**src/hdl/dali_fwd_pkg.sv**
```systemverilog
package dali_fwd_pkg;

  // frame size default and fixed field widths
  localparam int FRAME_BITS_DEF = 16;
  localparam int DATA_W         = 16;
  localparam int CODE_MAX_W     = 32;
  localparam int IDX_W          = 6;

  // last stop-bit tick count before the frame ends
  localparam logic [IDX_W-1:0] STOP_LAST = IDX_W'(3);

  // operation codes of a request
  localparam logic OP_SEND = 1'b0;
  localparam logic OP_TICK = 1'b1;

  // result of one request
  typedef struct packed {
    logic line_level;
    logic busy_res;
    logic frame_done;
    logic receive_enable;
  } res_t;

endpackage

```
**src/hdl/dali_fwd_if.sv**
```systemverilog
// request channel: operation and frame data
interface dali_fwd_req_if;
  import dali_fwd_pkg::*;
  logic              valid;
  logic              ready;
  logic              operation;
  logic [DATA_W-1:0] frame_data;

  modport source (output valid, output operation, output frame_data, input ready);
  modport sink   (input valid, input operation, input frame_data, output ready);
endinterface

// result channel: line state after each request
interface dali_fwd_res_if;
  logic valid;
  logic ready;
  logic line_level;
  logic busy_res;
  logic frame_done;
  logic receive_enable;

  modport source (output valid, output line_level, output busy_res, output frame_done,
                  output receive_enable, input ready);
  modport sink   (input valid, input line_level, input busy_res, input frame_done,
                  input receive_enable, output ready);
endinterface

```
**src/hdl/dali_fwd_encoder.sv**
```systemverilog
module dali_fwd_encoder import dali_fwd_pkg::*; #(
  parameter int FRAME_BITS = FRAME_BITS_DEF
) (
  input  logic [DATA_W-1:0]       frame_data_i,
  output logic [2*FRAME_BITS-1:0] code_o
);

  // manchester code: a one goes out low then high, a zero high then low
  always_comb begin
    for (int i = 0; i < FRAME_BITS; i++) begin
      code_o[2*i]   = frame_data_i[i];
      code_o[2*i+1] = ~frame_data_i[i];
    end
  end

endmodule

```
**src/hdl/dali_fwd_seq.sv**
```systemverilog
module dali_fwd_seq import dali_fwd_pkg::*; #(
  parameter int FRAME_BITS = FRAME_BITS_DEF
) (
  input  logic                    clk_i,
  input  logic                    rst_ni,
  input  logic                    accept_i,
  input  logic                    operation_i,
  input  logic [2*FRAME_BITS-1:0] code_i,
  input  logic                    idle_level_i,
  output res_t                    res_o
);

  localparam int CodeW = 2 * FRAME_BITS;
  localparam int SelW  = $clog2(CodeW);
  localparam logic [IDX_W-1:0] LastIdx = IDX_W'(CodeW - 1);

  typedef enum logic [1:0] {
    PH_START = 2'd0,
    PH_DATA  = 2'd1,
    PH_STOP  = 2'd2
  } phase_e;

  phase_e             phase_q, phase_d;
  logic [IDX_W-1:0]   idx_q, idx_d;
  logic [CodeW-1:0]   code_q, code_d;
  logic               send_q, send_d;
  logic               line_q, line_d;
  logic               rxen_q, rxen_d;
  logic               done;

  // next state for one request
  always_comb begin
    phase_d = phase_q;
    idx_d   = idx_q;
    code_d  = code_q;
    send_d  = send_q;
    line_d  = line_q;
    rxen_d  = rxen_q;
    done    = 1'b0;
    if (accept_i) begin
      if (operation_i == OP_SEND) begin
        // new frame bits, sequence position kept
        rxen_d = 1'b0;
        code_d = code_i;
        send_d = 1'b1;
      end else if (send_q) begin
        case (phase_q)
          PH_START: begin
            if (idx_q == '0) begin
              line_d = 1'b0;
              idx_d  = idx_q + IDX_W'(1);
            end else begin
              line_d  = 1'b1;
              phase_d = PH_DATA;
              idx_d   = LastIdx;
            end
          end
          PH_DATA: begin
            // index wraps to all ones past the last half-bit
            if (idx_q <= LastIdx) begin
              line_d = code_q[idx_q[SelW-1:0]];
              idx_d  = idx_q - IDX_W'(1);
            end else begin
              line_d  = idle_level_i;
              phase_d = PH_STOP;
              idx_d   = '0;
            end
          end
          PH_STOP: begin
            if (idx_q == '0) begin
              line_d = idle_level_i;
              idx_d  = IDX_W'(1);
            end else if (idx_q < STOP_LAST) begin
              idx_d = idx_q + IDX_W'(1);
            end else begin
              phase_d = PH_START;
              send_d  = 1'b0;
              idx_d   = '0;
              rxen_d  = 1'b1;
              done    = 1'b1;
            end
          end
          default: begin
            phase_d = PH_START;
            idx_d   = '0;
          end
        endcase
      end
    end
  end

  // sequencer state
  always_ff @(posedge clk_i or negedge rst_ni) begin
    if (!rst_ni) begin
      phase_q <= PH_START;
      idx_q   <= '0;
      code_q  <= '0;
      send_q  <= 1'b0;
      line_q  <= 1'b0;
      rxen_q  <= 1'b1;
    end else begin
      phase_q <= phase_d;
      idx_q   <= idx_d;
      code_q  <= code_d;
      send_q  <= send_d;
      line_q  <= line_d;
      rxen_q  <= rxen_d;
    end
  end

  // result reflects the state after this request
  assign res_o.line_level     = line_d;
  assign res_o.busy_res       = send_d;
  assign res_o.frame_done     = done;
  assign res_o.receive_enable = rxen_d;

endmodule

```
**src/hdl/dali_forward_frame_transmitter_top.sv**
```systemverilog
// a result is registered when its request is accepted and is shown in the next cycle
// throughput: one request per cycle while results are not stalled
// a stalled result holds off requests; a new one enters in the cycle it is taken
// reset: line low, not sending, receiver enabled, idle level low
module dali_forward_frame_transmitter_top import dali_fwd_pkg::*; #(
  parameter int FRAME_BITS = FRAME_BITS_DEF
) (
  input  logic             clk_i,
  input  logic             rst_ni,
  dali_fwd_req_if.sink     req_if_i,
  dali_fwd_res_if.source   res_if_o,
  input  logic             cfg_we_i,
  input  logic             cfg_wdata_i
);

  logic                    idle_level_q;
  logic                    accept;
  logic [2*FRAME_BITS-1:0] code;
  res_t                    res_d, res_q;
  logic                    out_valid_q;

  // idle level register
  always_ff @(posedge clk_i or negedge rst_ni) begin
    if (!rst_ni) begin
      idle_level_q <= 1'b0;
    end else if (cfg_we_i) begin
      idle_level_q <= cfg_wdata_i;
    end
  end

  // take a request whenever the output register is free or draining
  assign req_if_i.ready = !out_valid_q || res_if_o.ready;
  assign accept         = req_if_i.valid && req_if_i.ready;

  dali_fwd_encoder #(
    .FRAME_BITS (FRAME_BITS)
  ) u_encoder (
    .frame_data_i (req_if_i.frame_data),
    .code_o       (code)
  );

  dali_fwd_seq #(
    .FRAME_BITS (FRAME_BITS)
  ) u_seq (
    .clk_i        (clk_i),
    .rst_ni       (rst_ni),
    .accept_i     (accept),
    .operation_i  (req_if_i.operation),
    .code_i       (code),
    .idle_level_i (idle_level_q),
    .res_o        (res_d)
  );

  // output register
  always_ff @(posedge clk_i or negedge rst_ni) begin
    if (!rst_ni) begin
      out_valid_q <= 1'b0;
    end else if (accept) begin
      out_valid_q <= 1'b1;
    end else if (res_if_o.ready) begin
      out_valid_q <= 1'b0;
    end
  end

  always_ff @(posedge clk_i) begin
    if (accept) begin
      res_q <= res_d;
    end
  end

  assign res_if_o.valid          = out_valid_q;
  assign res_if_o.line_level     = res_q.line_level;
  assign res_if_o.busy_res       = res_q.busy_res;
  assign res_if_o.frame_done     = res_q.frame_done;
  assign res_if_o.receive_enable = res_q.receive_enable;

endmodule

```
**src/flat_wrapper.sv**
```systemverilog
// flat-port wrapper written by rule: the top's interface ports become plain ports
module dali_forward_frame_transmitter_top_flat import dali_fwd_pkg::*;
#(
  parameter int FRAME_BITS = FRAME_BITS_DEF
)
  (clk_i, rst_ni, cfg_we_i, cfg_wdata_i, req_if_i_valid, req_if_i_operation, req_if_i_frame_data, req_if_i_ready, res_if_o_valid, res_if_o_line_level, res_if_o_busy_res, res_if_o_frame_done, res_if_o_receive_enable, res_if_o_ready);
  dali_fwd_req_if req_if_i_i ();
  dali_fwd_res_if res_if_o_i ();
  input  logic clk_i;
  input  logic rst_ni;
  input  logic cfg_we_i;
  input  logic cfg_wdata_i;
  input wire logic [$bits(req_if_i_i.valid)-1:0] req_if_i_valid;
  input wire logic [$bits(req_if_i_i.operation)-1:0] req_if_i_operation;
  input wire logic [$bits(req_if_i_i.frame_data)-1:0] req_if_i_frame_data;
  output wire logic [$bits(req_if_i_i.ready)-1:0] req_if_i_ready;
  output wire logic [$bits(res_if_o_i.valid)-1:0] res_if_o_valid;
  output wire logic [$bits(res_if_o_i.line_level)-1:0] res_if_o_line_level;
  output wire logic [$bits(res_if_o_i.busy_res)-1:0] res_if_o_busy_res;
  output wire logic [$bits(res_if_o_i.frame_done)-1:0] res_if_o_frame_done;
  output wire logic [$bits(res_if_o_i.receive_enable)-1:0] res_if_o_receive_enable;
  input wire logic [$bits(res_if_o_i.ready)-1:0] res_if_o_ready;
  assign req_if_i_i.valid = req_if_i_valid;
  assign req_if_i_i.operation = req_if_i_operation;
  assign req_if_i_i.frame_data = req_if_i_frame_data;
  assign req_if_i_ready = req_if_i_i.ready;
  assign res_if_o_valid = res_if_o_i.valid;
  assign res_if_o_line_level = res_if_o_i.line_level;
  assign res_if_o_busy_res = res_if_o_i.busy_res;
  assign res_if_o_frame_done = res_if_o_i.frame_done;
  assign res_if_o_receive_enable = res_if_o_i.receive_enable;
  assign res_if_o_i.ready = res_if_o_ready;
  dali_forward_frame_transmitter_top #(.FRAME_BITS(FRAME_BITS)) u_core (.clk_i(clk_i), .rst_ni(rst_ni), .req_if_i(req_if_i_i), .res_if_o(res_if_o_i), .cfg_we_i(cfg_we_i), .cfg_wdata_i(cfg_wdata_i));
endmodule
```
**config.mk**
```make
export PLATFORM = sky130hd
export DESIGN_NAME = dali_forward_frame_transmitter_top_flat
export DESIGN_NICKNAME = d
export VERILOG_FILES = /design/src/hdl/dali_fwd_pkg.sv /design/src/hdl/dali_fwd_if.sv /design/src/hdl/dali_fwd_encoder.sv /design/src/hdl/dali_fwd_seq.sv /design/src/hdl/dali_forward_frame_transmitter_top.sv /design/src/flat_wrapper.sv
export SDC_FILE = /design/constraint.sdc
export NUM_CORES = 1
export LEC_CHECK = 0
export BUFFER_PORTS_ARGS = -buffer_cell sky130_fd_sc_hd__buf_4
export CORE_MARGIN = 4
export CORE_UTILIZATION = 50
export CTS_CLUSTER_DIAMETER = 120
export DETAILED_ROUTE_END_ITERATION = 6
export PLACE_DENSITY = 0.7
export SLEW_MARGIN = 20
export SYNTH_ARGS = -nofsm -noshare
export SYNTH_HDL_FRONTEND = slang
export SYNTH_SLANG_ARGS = --single-unit
```
**constraint.sdc**
```tcl
create_clock -name clk_i -period 2.48 [get_ports clk_i]
set_input_delay 0.248 -clock clk_i [delete_from_list [all_inputs] [get_ports clk_i]]
set_output_delay 0.248 -clock clk_i [all_outputs]
set_load 0.03 [all_outputs]
```
## After elaboration in Yosys (flattened, before gate mapping)

Index checks and enable logic that the tools add are counted.

| word-level totals | value |
|---|---|
| register bits | 49 |
| input port bits | 23 |

| operators by class | value |
|---|---|
| add/subtract/negate cells | 2 |
| order comparisons | 3 |
| equal/unequal tests | 6 |
| muxes and demuxes | 34 |
| bitwise logic cells | 19 |
| reductions and logical operators | 10 |

Operators with widths:

| kind | count |
|---|---|
| two-way mux 6 bit | 4 |
| two-way mux 1 bit | 22 |
| NOT 1 bit | 19 |
| one-hot mux 6 bit (3 select lines) | 1 |
| two-way mux 2 bit | 4 |
| inequality test 2 bit (second input constant) | 4 |
| AND reduction 7 bit | 1 |
| adder 6 x 1 -> 6 bit (second input constant) | 1 |
| <= comparator 6 x 5 -> 1 bit (second input constant) | 1 |
| logical NOT 6 bit | 1 |
| < comparator 5 x 6 -> 1 bit (second input constant) | 1 |
| < comparator 6 x 2 -> 1 bit (second input constant) | 1 |
| one-hot mux 2 bit (3 select lines) | 1 |
| subtractor 6 x 1 -> 6 bit (second input constant) | 1 |
| binary-select mux 1 bit (select 5 bit) | 1 |
| OR reduction 4 bit | 1 |
| one-hot mux 1 bit (3 select lines) | 1 |
| AND reduction 3 bit | 1 |
| == test 2 x 1 -> 1 bit (second input constant) | 1 |
| == test 2 bit (second input constant) | 1 |
| logical NOT 2 bit | 1 |
| AND reduction 2 bit | 1 |
| nonzero test 2 bit | 1 |
| logical AND 1 bit | 1 |
| other kinds (2) | 2 |

## Logic depth before layout (Yosys ltp)

| depth | value |
|---|---|
| word-level depth | 7 |
| gate-level depth with buffers | 8 |
| depth with buffers taken out | 7 |

## Hierarchy

From an unflattened synthesis, not the netlist that was laid out.

| unflattened totals | value |
|---|---|
| cell total of the unflattened synthesis | 239 |
| area, all modules | 2642.5 um^2 |

Modules (own cells, without submodules):

| module | instances | cells an instance | area each (um^2) | seq. area each (um^2) |
|---|---|---|---|---|
| dali_fwd_seq | 1 | 197 | 2250.9 | 1077.3 |
| dali_forward_frame_transmitter_top | 1 | 10 | 211.5 | 170.2 |
| dali_fwd_encoder | 1 | 32 | 180.2 | 0.0 |

## Worst setup path after synthesis

No wires, ideal clock.

| timing path | value |
|---|---|
| path kind | register to register |
| start | register u_core.out_valid_q (netlist: u_core.res_if_o.valid) |
| end | register u_core.res_q, in the netlist u_core.res_if_o.line_level (data pin) |
| data arrival time | 1.732 ns |
| data required time | 2.211 ns |
| setup slack | 0.479 ns |
| cell stages (with the launch flop) | 6 |
| path buffers | 0 |
| period minus slack after synthesis | 2.001 ns |
| path through | dfrtp_1 -> nand2b_1 -> nor3b_1 -> o21ai_0 -> a21oi_1 -> a31oi_1 |

| on the way | value |
|---|---|
| cells in the longest elaborated chain, start to end | 4 |

RTL lines:

| element | RTL line | RTL |
|---|---|---|
| start: declaration | dali_forward_frame_transmitter_top.sv:20 | `logic out_valid_q;` |
| start signal: assignment | dali_forward_frame_transmitter_top.sv:57 | `out_valid_q <= 1'b0;` |
| start signal: assignment | dali_forward_frame_transmitter_top.sv:59 | `out_valid_q <= 1'b1;` |
| start signal: assignment | dali_forward_frame_transmitter_top.sv:61 | `out_valid_q <= 1'b0;` |
| logical NOT 1 bit | dali_forward_frame_transmitter_top.sv:32 | `assign req_if_i.ready = !out_valid_q \|\| res_if_o.ready;` |
| logical OR 1 bit | dali_forward_frame_transmitter_top.sv:32 |  |
| net req_if_i_ready | flat_wrapper.sv:16 | `output wire logic [$bits(req_if_i_i.ready)-1:0] req_if_i_ready;` |
| logical AND 1 bit | dali_forward_frame_transmitter_top.sv:33 | `assign accept = req_if_i.valid && req_if_i.ready;` |
| two-way mux 1 bit | dali_fwd_seq.sv:40 | `if (accept_i) begin` |
| net u_core.u_seq.line_d | dali_fwd_seq.sv:27 | `logic line_q, line_d;` |
| end signal: assignment | dali_forward_frame_transmitter_top.sv:67 | `res_q <= res_d;` |
| end: declaration | dali_forward_frame_transmitter_top.sv:19 | `res_t res_d, res_q;` |

The timed path passes the listed nets, and every way through them passes these cells.
A chain may end at the register's enable or synchronous reset.

## Final worst setup path

| timing path | value |
|---|---|
| start | register u_core.u_seq.idx_q[0] |
| end | register u_core.res_q, in the netlist u_core.res_if_o.line_level (data pin) |

| on the way | value |
|---|---|
| cells in the longest elaborated chain, start to end | 7 |
| elaborated cells between the ends (all ways) | 11 |

RTL lines:

| element | RTL line | RTL |
|---|---|---|
| start: declaration | dali_fwd_seq.sv:24 | `logic [IDX_W-1:0] idx_q, idx_d;` |
| start signal: assignment | dali_fwd_seq.sv:103 | `idx_q <= idx_d;` |
| binary-select mux 1 bit (select 5 bit) | dali_fwd_seq.sv:61 | `line_d = code_q[idx_q[SelW-1:0]];` |
| two-way mux 1 bit (not written as such) | dali_fwd_seq.sv:61 |  |
| two-way mux 1 bit | dali_fwd_seq.sv:60 | `if (idx_q <= LastIdx) begin` |
| one-hot mux 1 bit (3 select lines) * | dali_fwd_seq.sv:47 | `case (phase_q)` |
| two-way mux 1 bit * | dali_fwd_seq.sv:46 | `end else if (send_q) begin` |
| two-way mux 1 bit * | dali_fwd_seq.sv:41 | `if (operation_i == OP_SEND) begin` |
| two-way mux 1 bit * | dali_fwd_seq.sv:40 |  |
| net u_core.u_seq.line_d | dali_fwd_seq.sv:27 |  |

Mark *: on every way through the listed nets, which the timed path passes. The rest lies on a longest branch. The select of a mux whose other input is x is not followed.

==> flow_summary.ini <==
[worst_setup_path]
cp.arrival_ns = 2.29
cp_max_fo = 13
path_class = reg -> reg
required_ns = 2.53
cp-end-kind = register
reg2reg_depth = 5
start_kind = register

[cells_and_area]
layout-drive-gt1-share_pct = 19.17
largest_reg_flops = 32
diodes = 0
largest_register = u_core.u_seq.code_q
reg.largest.list = u_core.u_seq.code_q x32, u_core.u_seq.idx_q x6, u_core.u_seq.phase_q x2
fin_area_sq_um = 2730
fin_nets = 291
syn2layout_area_growth_pct = 13.88

[cts]
cts_tree = yes
clockBufferDepth = 2
cts_resized = 0
clkSinkCount = 49
htree_levels = 2
cts_root_buf = clkbuf_8
clk-insertion-delay-late_ns = 0.31
clkTransAtPathRegs_ns = 0.10
cts_buffers = 5
post_cts_buffers = 0

[global_route]
globalRouteOverflowTotal = 0
grt_pass1_vias = 1741
antenna_found_initial = 0
grt_pass1_wl_mm = 8.466
grt_usage_pct = 17.82
grt_max_degree = 50

[synth]
synth_top_area_share_pct = 45.93
yosysMostFrequentCell = nand2_1
ys.flop_type = dfrtp_1
synth_area_leader_cell = dfrtp_1
ys_ff_latch = 49
synth_common_cells = 77 x nand2_1, 44 x dfrtp_1, 24 x o21ai_0
synth_area_leaders = dfrtp_1 46%, nand2_1 12%, o21ai_0 5.0%
yosys_warnings = 0
syn_nets = 266
syn_area_sq_um = 2397
synth_edf_count = 4
synth_cell_types = 41
async_flop_share_pct = 91.84
synth-seq-area-share_pct = 52.04
synth.avg_cell_area_sq_um = 9.989
synth_cells = 240

[timing]
fin_skew_ns = 0.01073
setup_viol = 0
relSlewSlack_pct = 49.78
rsz0062_at_grt = no
fmax_mhz = 446.3
hold_violations = 0
period_share_pct = 90.34
min_period_ns = 2.240
tns_ns = 0
slew_violations = 0
worst_pin_slew_ns = 0.7534

[detailed_routing]
drcViolationCount = 0
wirelength_mm = 4.802
wl_per_cell_microns = 15.10
drt_iter0_markers = 129
vias = 1767
first_pass_iters = 4
ant_nets = 0
via_per_inst = 5.557

[floorplan]
ios = 29
die_h_microns = 77.25
die_w_microns = 77.25
rows = 24
die_area_sq_um = 5967
core_area_sq_um = 4504
start_util_pct = 53.22

[place]
dpl_cell_area_sq_um = 2609
port_buffers = 28
place_congestion = 0.8586
hpwl_mm = 3.298

[min_path]
min_path_type = in -> reg
hold_depth = 2

[power_and_ir_drop]
vdd_drop_max_v = 0.0005116
powerDensity_nw_per_um2 = 957.6
leakagePower_nw = 1.277

[status]
status = completed

[flow_run]
maxCapViolCount = 0
-- cells in the final DEF (no fill, tap or decap), types with 2 or more instances in the layout --
cell type / n
edfxtp_1: 4
nand4_1: 3
buf_4: 30
inv_1: 8
a31oi_1: 5
a21boi_0: 2
nand2_1: 77
mux4_2: 4
clkbuf_8: 5
mux2_2: 2
o31ai_1: 3
ha_1: 3
mux2i_1: 4
inv_6: 2
o21ai_0: 24
nor3_1: 2
nor2_1: 8
mux4_1: 4
dfrtp_1: 44
a21oi_1: 11
-- layer usage --
| metal | track usage [%] | wire length, microns | part of all wire (%) | up-vias |
|---|---|---|---|---|
| met1 | 23.67 | 2243 | 47 | 840 |
| li1 | - | - | - | 884 |
| met3 | 3.630 | 183 | 3.8 | 5 |
| met4 | 6.406 | 58 | 1.2 | 0 |
| met5 | 0 | 0 | 0 | - |
| met2 | 28.93 | 2317 | 48 | 38 |
-- power by group --
| group | total [mW] | internal, mW | switching, mW |
|---|---|---|---|
| clock | 0.551 | 0.267 | 0.284 |
| combinational | 0.857 | 0.431 | 0.425 |
| sequential | 1.21 | 0.964 | 0.243 |
-- repair_timing --
item	in CTS	in global routing
hold buffers	1	0
hold endpoints to repair	44	0
setup endpoints to repair	0	0
-- through the flow --
| stage | setup WS (ns) | instances | util [%] | total power [mW] | hold WS [ns] |
|---|---|---|---|---|---|
| after global placement | 0.3220 | 309 | 57.92 | 2.052 | 0.2902 |
| after detailed placement | 0.2302 | 309 | 57.92 | 2.077 | 0.2888 |
| after global routing | 0.06081 | 318 | 60.61 | 2.822 | 0.1079 |
| final | 0.2395 | 318 | 60.61 | 2.614 | 0.1200 |
| after floorplan | 0.4787 | 240 | - | 1.894 | -0.04759 |
| after CTS | 0.2065 | 318 | 60.61 | 2.644 | 0.1120 |
-- logic make-up after synthesis --
logic type	Yosys count	synth area share, %
AND/OR/NAND/NOR	97	17.22
buffers and inverters	22	4.697
adder cells (fa/ha/maj)	3	1.566
AO/OA/AOI/OAI	55	13.73
flip-flops	49	52.04
multiplexers	14	10.75
-- area by class of cell --
cell class / instances / area, sq um
fillers: 393 / 1774
flip-flops and latches: 49 / 1247
multi-input cells: 169 / 1037
repair buffers: 31 / 235.2
clock buffers: 6 / 93.84
well taps: 52 / 65.06
inverters: 9 / 33.78
clock inverters: 2 / 17.52
-- path summary, 6_finish.rpt --
| check | slack (ns) | to | startpoint |
|---|---|---|---|
| setup / recovery | 0.24 | u_core.res_if_o.line_level | u_core.u_seq.idx_q[0] |
| hold / removal | 0.12 | u_core.u_seq.code_q[29] | req_if_i_frame_data[14] |
| setup reg to reg | 0.24 | u_core.res_if_o.line_level | u_core.u_seq.idx_q[0] |
| hold reg to reg | 0.48 | u_core.u_seq.code_q[30] | u_core.u_seq.code_q[30] |
| max in group asynchronous | 1.63 | u_core.u_seq.rxen_q | rst_ni |
| min in group asynchronous | 0.46 | u_core.u_seq.code_q[29] | rst_ni |
-- worst max-delay path, stage by stage (launching register included) --
cell	delay, ns
dfrtp_1	0.71
mux4_1	0.64
mux2i_1	0.18
mux2i_1	0.10
o2111ai_1	0.23
a31oi_1	0.13
(Power assumes the default switching activity.)
